[src/piecewise_linear_lookup_table_unit_defines.svh]
// Assertion macros shared by the piecewise-linear lookup table unit.
`ifndef PIECEWISE_LINEAR_LOOKUP_TABLE_UNIT_DEFINES_SVH
`define PIECEWISE_LINEAR_LOOKUP_TABLE_UNIT_DEFINES_SVH

// Asserts that the antecedent implies the consequent in the same cycle.
`define PLL_ASSERT_IMPL(label, clk, rstn, ante, cons, msg) \
    label: assert property (@(posedge clk) disable iff (!rstn) (ante) |-> (cons)) \
        else $error(msg);

// Asserts that the antecedent implies the consequent in the following cycle.
`define PLL_ASSERT_NEXT(label, clk, rstn, ante, cons, msg) \
    label: assert property (@(posedge clk) disable iff (!rstn) (ante) |=> (cons)) \
        else $error(msg);

`endif

[src/pllt_pkg.sv]
// Package with the widths, codes and request type of the lookup table unit.
package pllt_pkg;
    localparam int unsigned MaxPointsDefault = 64;
    localparam int unsigned FracBitsDefault  = 16;
    localparam int unsigned ValW   = 32;
    localparam int unsigned CountW = 7;
    localparam int unsigned StatW  = 2;

    localparam logic FUNC_INSERT = 1'b0;
    localparam logic FUNC_QUERY  = 1'b1;

    localparam logic [StatW-1:0] STAT_OK    = 2'd0;
    localparam logic [StatW-1:0] STAT_FULL  = 2'd1;
    localparam logic [StatW-1:0] STAT_EMPTY = 2'd2;

    typedef struct packed {
        logic            func;
        logic [ValW-1:0] key_x;
        logic [ValW-1:0] value_y;
    } req_t;
endpackage

[src/pllt_front.sv]
// Front part: input skid register that accepts requests into the queue.
module pllt_front (
    input  logic                          aclk,
    input  logic                          aresetn,
    input  logic                          s_tvalid,
    output logic                          s_tready,
    input  logic [pllt_pkg::ValW*2-1:0]   s_tdata,
    input  logic                          s_tuser,
    output logic                          q_valid,
    input  logic                          q_ready,
    output pllt_pkg::req_t                q_req
);
    logic           full_reg;
    pllt_pkg::req_t req_reg;

    assign s_tready = !full_reg || q_ready;
    assign q_valid  = full_reg;
    assign q_req    = req_reg;

    always_ff @(posedge aclk) begin
        if (s_tvalid && s_tready) begin
            req_reg.func    <= s_tuser;
            req_reg.key_x   <= s_tdata[pllt_pkg::ValW-1:0];
            req_reg.value_y <= s_tdata[pllt_pkg::ValW*2-1:pllt_pkg::ValW];
        end
        if (!aresetn) begin
            full_reg <= 1'b0;
        end else if (s_tvalid && s_tready) begin
            full_reg <= 1'b1;
        end else if (q_ready) begin
            full_reg <= 1'b0;
        end
    end
endmodule

[config.mk]
export PLATFORM = sky130hd
export DESIGN_NAME = pllt_front
export DESIGN_NICKNAME = d
export VERILOG_FILES = /design/src/piecewise_linear_lookup_table_unit_defines.svh /design/src/pllt_pkg.sv /design/src/pllt_front.sv
export SDC_FILE = /design/constraint.sdc
export NUM_CORES = 1
export LEC_CHECK = 0
export ABC_AREA = 1
export BUFFER_PORTS_ARGS = -buffer_cell sky130_fd_sc_hd__buf_2
export CAP_MARGIN = 25
export CORE_ASPECT_RATIO = 0.7
export CORE_UTILIZATION = 43
export DETAILED_ROUTE_END_ITERATION = 6
export PLACE_DENSITY = 0.82
export SYNTH_ARGS = -nofsm -noshare
export SYNTH_HDL_FRONTEND = slang
export SYNTH_SLANG_ARGS = --single-unit
[constraint.sdc]
create_clock -name aclk -period 11.8 [get_ports aclk]
set_clock_uncertainty 0.15 [all_clocks]
set_input_delay 1.18 -clock aclk [delete_from_list [all_inputs] [get_ports aclk]]
set_output_delay 1.18 -clock aclk [all_outputs]
set_load 0.05 [all_outputs]
==> flow_summary.ini <==
[synthesis]
synth_nets = 141
synth_common_cells = edfxtp_1, inv_1
syn_area_per_cell_um2 = 27.8
netlist_instances = 72
synth_top_area_share_pct = 97.4
syn-cell-area_mm2 = 0.00200
synth_area_leader_cell = edfxtp_1
ys_seq_area_share_pct = 98.4
synthArstFlopShare_pct = 0
synthFlopType = edfxtp_1
yosysWarnings = 0
synth.most_common_cell = edfxtp_1
synthTopCellsByArea = edfxtp_1, dfxtp_1, a21oi_2, inv_1, nand2_2
ys_types = 7
ys_ff_latch = 66
synth_edf_count = 65

[sta]
min_period_ns = 2.96
max_freq_ghz = 0.338
relSlewSlack_pct = 48.7
worstMarginPinSlew_ns = 0.770
tns_ns = 0
hold_viol = 0
fin_crit_sh_pct = 25.1
rsz0062_at_grt = no
setup_viol = 0
worst_slack_ns = 8.84
slew_viol_final = 0

[setup_path]
crit_chain = buf_2, inv_2, nand2_2, buf_2
r2r_setup_slack_ns = 10.11
reg2reg_from = q_valid$_SDFFE_PN0P_
required_ns = 10.47
crit_path_end_kind = output port
crit_top_cell = buf_2
worstPathArrival_ns = 1.63
r2r_end = q_req[6]$_DFFE_PP_
max_stage_delay_ns = 0.26
cpMaxStageDelayCell = buf_2
critPathLaunchType = primary input
r2r.worst_path.cells = 2
crit_type = primary input to output port
cp_max_fo = 2

[pwr]
clkPwrFrac_pct = 29.3
power_leakage_nw = 1.28
p_sw_share_pct = 27.2
power_frac_seq_pct = 55.3
cellPowerDensity_mw_per_mm2 = 172
p_int_uw = 365
vdd_drop_max_v = 0.0000897
power_frac_comb_pct = 15.4
power_switching_uw = 136

[flow_run]
drv_cap = 0

[floorplan]
coreArea_mm2 = 0.00440
ios = 136
die_w_um = 83.6
num_rows = 20
die_h_um = 59.1
initial_utilization_pct = 45.5
die_area_mm2 = 0.00494

[clock_tree]
numCtsBuffers = 9
cts_resized = 0
cts_max_level = 3
cts_root_buffer = clkbuf_8
clock-sinks = 66
hold_buffers = 0
cts_setup_buffers = 0
cts_buffer_depth = 2
cts_tree = yes
clock_latency_ns = 0.32
path_clk_slew_ns = 0.06

[detailed_routing]
drc = 0
avgRoutedWirePerCell_um = 13.5
antenna_left = 0
drt_first_pass_iters = 3
drtIter0Drc = 14
via_per_inst = 4.36
dr_wl_met2_mm = 1.75
vias = 1212
dr.max_layer_used = met4
drt_wl_total_mm = 3.75
drt-met1-wl_mm = 1.33
wl_met3_um = 602

[global_routing]
grt_pass1_wl_mm = 5.54
grt_max_degree = 66
antenna_found_initial = 0
grt_remaining_overflow = 0
track_usage_pct = 16.2
grt_pass1_vias = 1208

[finish]
syn_to_final_growth_pct = 45.7
final_nets = 288
drive_gt1_share_pct = 68.6
diodes = 0
final_cells = 278

[worst_hold_path]
hp-start = q_valid$_SDFFE_PN0P_
worstHoldPathType = register to register
holdPathEnd = q_valid$_SDFFE_PN0P_
hold_depth = 2

[place]
gp_congestion = 0.666
dp.final_hpwl_mm = 2.74
place_inst = 263
io_buffers = 135
place_ws_ns = 8.84

[run_status]
status = finished, final reports clean
## flip-flops by register name, indices dropped and copies added, names as in the netlist
signal,cells
q_valid,1
q_req,65
## stage by stage
stage	utilization [%]	hold slack (ns)	power [mW]	instance area, um2
after global placement	62.8	0.367	0.358	2770
after detailed placement	62.8	0.375	0.360	2770
after global routing	66.3	0.420	0.521	2920
final	66.3	0.388	0.501	2920
after floorplan	-	0.774	0.336	2000
after CTS	66.3	0.390	0.508	2920
## worst max-delay path by stage
stage,start,endpoint,cells after the start
floorplan,s_tvalid,q_req[0]$_DFFE_PP_,2
global placement,q_ready,s_tready,4
detailed placement,q_ready,s_tready,4
CTS,q_ready,s_tready,4
global route,q_ready,s_tready,4
finish,q_ready,s_tready,4
## power by group through the flow
| stage | Sequential, mW | Clock (mW) | Combinational, mW |
|---|---|---|---|
| 2_1_floorplan | 0.331 | 0 | 0.00527 |
| 3_3_place_gp | 0.282 | 0 | 0.0767 |
| 3_5_place_dp | 0.282 | 0 | 0.0779 |
| 4_1_cts | 0.277 | 0.153 | 0.0779 |
| 5_1_grt | 0.278 | 0.162 | 0.0805 |
| 6_report | 0.277 | 0.147 | 0.0772 |
## cell families after synthesis
logic type             after synthesis  synth area share (%)
AO/OA/AOI/OAI                        2                 0.687
buffers and inverters                3                 0.562
flip-flops                          66                  98.4
AND/OR/NAND/NOR                      1                 0.313
## placed cells by master (no fill, tap or decap)
cell type and instances:
clkbuf_1 2, clkbuf_8 9, inv_1 2, a21oi_4 1, buf_4 1, nand2_2 1, clkinv_2 4, a21oi_2 1
inv_2 1, dfxtp_1 1, buf_2 135, edfxtp_1 65
## area by class of cell
cell class,count,area [um2]
fill,330,1490
multi-input combinational,3,31.3
clock inverter,4,20.0
timing repair buffer,136,683
clock buffer,11,131
sequential,66,1970
tap,55,68.8
inverter,3,11.3
## routing by layer
metal,vias up,global-route usage (%)
li1,577,-
met1,536,15.7
met2,93,25.7
met3,6,11.6
met4,0,9.44
met5,-,0
## worst max-delay path, delay by kind of cell
kind | cells | cell delay [ns]
buffers and inverters | 3 | 0.39
AND/OR/NAND/NOR | 1 | 0.06
Power figures use the tool's default switching activity.
