[src/piecewise_linear_lookup_table_unit_defines.svh]
// Assertion macros shared by the piecewise-linear lookup table unit.
`ifndef PIECEWISE_LINEAR_LOOKUP_TABLE_UNIT_DEFINES_SVH
`define PIECEWISE_LINEAR_LOOKUP_TABLE_UNIT_DEFINES_SVH

// Asserts that the antecedent implies the consequent in the same cycle.
`define PLL_ASSERT_IMPL(label, clk, rstn, ante, cons, msg) \
    label: assert property (@(posedge clk) disable iff (!rstn) (ante) |-> (cons)) \
        else $error(msg);

// Asserts that the antecedent implies the consequent in the following cycle.
`define PLL_ASSERT_NEXT(label, clk, rstn, ante, cons, msg) \
    label: assert property (@(posedge clk) disable iff (!rstn) (ante) |=> (cons)) \
        else $error(msg);

`endif

[src/pllt_pkg.sv]
// Package with the widths, codes and request type of the lookup table unit.
package pllt_pkg;
    localparam int unsigned MaxPointsDefault = 64;
    localparam int unsigned FracBitsDefault  = 16;
    localparam int unsigned ValW   = 32;
    localparam int unsigned CountW = 7;
    localparam int unsigned StatW  = 2;

    localparam logic FUNC_INSERT = 1'b0;
    localparam logic FUNC_QUERY  = 1'b1;

    localparam logic [StatW-1:0] STAT_OK    = 2'd0;
    localparam logic [StatW-1:0] STAT_FULL  = 2'd1;
    localparam logic [StatW-1:0] STAT_EMPTY = 2'd2;

    typedef struct packed {
        logic            func;
        logic [ValW-1:0] key_x;
        logic [ValW-1:0] value_y;
    } req_t;
endpackage

[src/pllt_queue.sv]
// Two-entry request queue between the front and the back part.
module pllt_queue (
    input  logic            aclk,
    input  logic            aresetn,
    input  logic            in_valid,
    output logic            in_ready,
    input  pllt_pkg::req_t  in_req,
    output logic            out_valid,
    input  logic            out_ready,
    output pllt_pkg::req_t  out_req
);
    pllt_pkg::req_t slot_reg [2];
    logic           rd_ptr_reg, wr_ptr_reg;
    logic [1:0]     cnt_reg;
    logic           push, pop;

    assign in_ready  = (cnt_reg != 2'd2);
    assign out_valid = (cnt_reg != 2'd0);
    assign out_req   = slot_reg[rd_ptr_reg];
    assign push      = in_valid && in_ready;
    assign pop       = out_valid && out_ready;

    always_ff @(posedge aclk) begin
        if (push) begin
            slot_reg[wr_ptr_reg] <= in_req;
        end
        if (!aresetn) begin
            rd_ptr_reg <= 1'b0;
            wr_ptr_reg <= 1'b0;
            cnt_reg    <= 2'd0;
        end else begin
            if (push) begin
                wr_ptr_reg <= ~wr_ptr_reg;
            end
            if (pop) begin
                rd_ptr_reg <= ~rd_ptr_reg;
            end
            cnt_reg <= cnt_reg + {1'b0, push} - {1'b0, pop};
        end
    end
endmodule

[config.mk]
export PLATFORM = sky130hd
export DESIGN_NAME = pllt_queue
export DESIGN_NICKNAME = d
export VERILOG_FILES = /design/src/piecewise_linear_lookup_table_unit_defines.svh /design/src/pllt_pkg.sv /design/src/pllt_queue.sv
export SDC_FILE = /design/constraint.sdc
export NUM_CORES = 1
export LEC_CHECK = 0
export BUFFER_PORTS_ARGS = -buffer_cell sky130_fd_sc_hd__buf_2
export CORE_MARGIN = 10
export CORE_UTILIZATION = 30
export CTS_CLUSTER_DIAMETER = 100
export CTS_CLUSTER_SIZE = 40
export DETAILED_ROUTE_END_ITERATION = 8
export RECOVER_POWER = 25
export SLEW_MARGIN = 40
export SYNTH_ARGS = -nofsm -noshare
export SYNTH_HDL_FRONTEND = slang
export SYNTH_SLANG_ARGS = --single-unit
export TNS_END_PERCENT = 5
[constraint.sdc]
create_clock -name aclk -period 3.85 [get_ports aclk]
set_input_delay 0.385 -clock aclk [delete_from_list [all_inputs] [get_ports aclk]]
set_output_delay 0.385 -clock aclk [all_outputs]
set_load 0.01 [all_outputs]
==> reports/metrics.yaml <==
die:
  chipHeight_microns: 151
  die_width_microns: 151
  num_rows: 47
  initial_utilization_pct: 30.7
  floorplan_core_area_sq_um: 16700
  io-pin-count: 136
  die_area_sq_um: 22700
cells_and_area:
  final_nets: 451
  insertedDiodeCount: 0
  area.growth.synth_to_final_pct: 30.8
  final_common_cell: "sky130_fd_sc_hd__edfxtp_1"
  share_of_final_layout_standard_cells_stronger_than_drive_strength_1_pct: 58.0
  fillCellCount: 1555
  design_area_sq_um: 6710
  final_cell_mix: "130 x sky130_fd_sc_hd__edfxtp_1, 123 x sky130_fd_sc_hd__buf_2, 50 x sky130_fd_sc_hd__mux2_4, 17 x sky130_fd_sc_hd__clkbuf_16, 15 x sky130_fd_sc_hd__mux2_2"
  largest_register_ffs: 130
synthesis:
  ff_latch_count_synth: 135
  synth.yosys.seq_area_share_pct: 78.0
  nets_in_the_synthesized_netlist: 297
  mappedNetlistArea_sq_um: 5130
  synth_cell_type_count: 18
  ys_warn_count: 0
  syn_area_per_cell_sq_um: 22.7
  post_synth_inst_count: 226
global_route:
  global_route_wire_length_before_repair_mm: 15.8
  antenna_found_initial: 0
  global_route.usage.total_pct: 9.37
  grt_pass1_vias: 2932
  grt_start_max_net_pins: 66
  gr-total-overflow: 0
place:
  port_buffers: 135
  gp_routability_congestion: 0.686
  detailedPlacementHpwl_mm: 7.14
  placement.cell_area_sq_um: 6140
min_path:
  worst_hold_path.endpoint: "slot_reg[1][12]"
  worstHoldPathType: "input port to flip-flop"
  hold_path_startpoint: "in_req[12]"
  min_path_cells: 1
detailed_routing:
  drt-vias-per-instance: 4.15
  route.detailed.drc: 0
  drt_iter0_drc: 78
  dr.pass1.iters: 4
  dr_total_vias: 2546
  ant_nets: 0
  avgRoutedWirePerCell_microns: 17.0
  route.final.wire_length_mm: 10.4
clock_tree:
  max_clock_buf_depth: 2
  cts_resized: 0
  post_cts.repair.setup_buffers: 0
  ctsRootBufferMaster: "sky130_fd_sc_hd__clkbuf_16"
  tritoncts.num_buffers: 17
  tritoncts: "done"
  ctsHtreeMaxLevel: 4
  clkTransAtPathRegs_ps: 50
  cts.hold.buffers_added: 0
  cts_sinks: 135
  clock_latency_ps: 410
power_and_ir_drop:
  power.leakage_nw: 2.57
  vdd_drop_max_v: 0.000278
  power_density_nw_per_um2: 686
sta:
  setup-tns-final_ps: 0
  timing.max_slew.rel_slack_pct: 56.3
  final.setup_skew_ps: 4.60
  hold-worst-slack_ps: 159
  min_period_over_period_pct: 58.9
  tightestPinTransition_ps: 656
  finalSetupViolCount: 0
  grt_setup_unrepaired: "no"
  achievable-frequency_ghz: 0.441
  final_max_slew_viol_count: 0
  finalHoldViolations: 0
  period_minus_slack_ps: 2270
critical_path:
  crit_arrival_ps: 1880
  critical_path_required_ps: 3460
  r2r_end: "slot_reg[0][15]"
  critical_path.cell_chain: "buf_12, buf_4, mux2_4, buf_2"
  cp_slowest_cell: "sky130_fd_sc_hd__dfxtp_4"
  critical_path_sink_type: "primary output"
  rrSetupSlack_ps: 2140
  critPathKind: "flip-flop to primary output"
  worst-r2r-cell-count: 4
  critPathLaunchType: "flip-flop"
  crit_path_max_fanout: 18
  worstReg2RegStart: "cnt_reg[0]"
  slowest_delay_ps: 530
run_status:
  outcome: "finished clean"
flow_run:
  maxCapViolations: 0
[per-stage QoR]
step | power [mW] | setup WS (ps) | cells | util, %
2_1_floorplan | 2.67 | 1070 | 226 | -
3_3_place_gp | 3.02 | 1640 | 577 | 36.2
3_5_place_dp | 3.08 | 1970 | 581 | 36.8
4_1_cts | 4.70 | 1530 | 613 | 40.3
5_1_grt | 4.84 | 1490 | 613 | 40.2
6_report | 4.60 | 1580 | 613 | 40.2
[power breakdown]
part,total (mW),switching [mW],internal [mW],leakage (nW)
Clock,1.59,0.582,1.01,0.289
Sequential,1.93,0.0787,1.85,1.26
Combinational,1.09,0.522,0.564,1.03
Total,4.60,1.18,3.42,2.57
[worst max-delay path by stage]
stage | end | slack (ps) | cells after the start
finish | out_req[22] | 1580 | 4
global route | out_req[36] | 1490 | 4
CTS | out_req[22] | 1530 | 4
detailed placement | out_req[22] | 1970 | 4
global placement | out_req[14] | 1640 | 3
floorplan | slot_reg[0][0] | 1070 | 3
[logic make-up after synthesis]
group           count (synthesis)  share of synthesized area (%)
xor+xnor                        3                          0.512
simple gates                   11                           1.20
fa+ha+maj                       2                          0.488
buf+inv                         8                           1.49
mux                            66                           18.1
flops                         135                           78.0
compound gates                  1                          0.146
[critical path: cells and delay by family (launching register included)]
kind / cells / cell delay, ps
multiplexers: 1 / 310
buffers and inverters: 3 / 620
flip-flops: 1 / 530
[cells in the mapped netlist, drive strengths merged]
master | count | area (sq um)
edfxtp | 130 | 3900
mux2 | 65 | 920
buf | 7 | 72.6
dfxtp | 5 | 100
xnor2 | 3 | 26.3
and2 | 2 | 12.5
ha | 2 | 25.0
nand2 | 2 | 7.51
nand2b | 2 | 12.5
nor2b | 2 | 12.5
and3 | 1 | 6.26
inv | 1 | 3.75
mux2i | 1 | 10.0
nor2 | 1 | 3.75
o21a | 1 | 7.51
or2 | 1 | 6.26
[per-layer routing]
| metal | GRT usage, % | vias to the layer above | part of all wire (%) |
|---|---|---|---|
| li1 | - | 1203 | - |
| met1 | 9.52 | 1244 | 38 |
| met2 | 15.6 | 85 | 51 |
| met3 | 4.59 | 14 | 8.6 |
| met4 | 4.91 | 0 | 1.7 |
| met5 | 0 | - | 0 |
[layout make-up]
type	count	area [sq um]	share of cell area [%]
clock buffers	17	425	6.34
clock inverters	15	160	2.39
inverters	1	3.75	0.0559
multi-input cells	83	1060	15.8
flip-flops and latches	135	4010	59.7
well taps	220	275	4.10
repair buffers	142	774	11.5
Power figures use the tool's default switching activity.
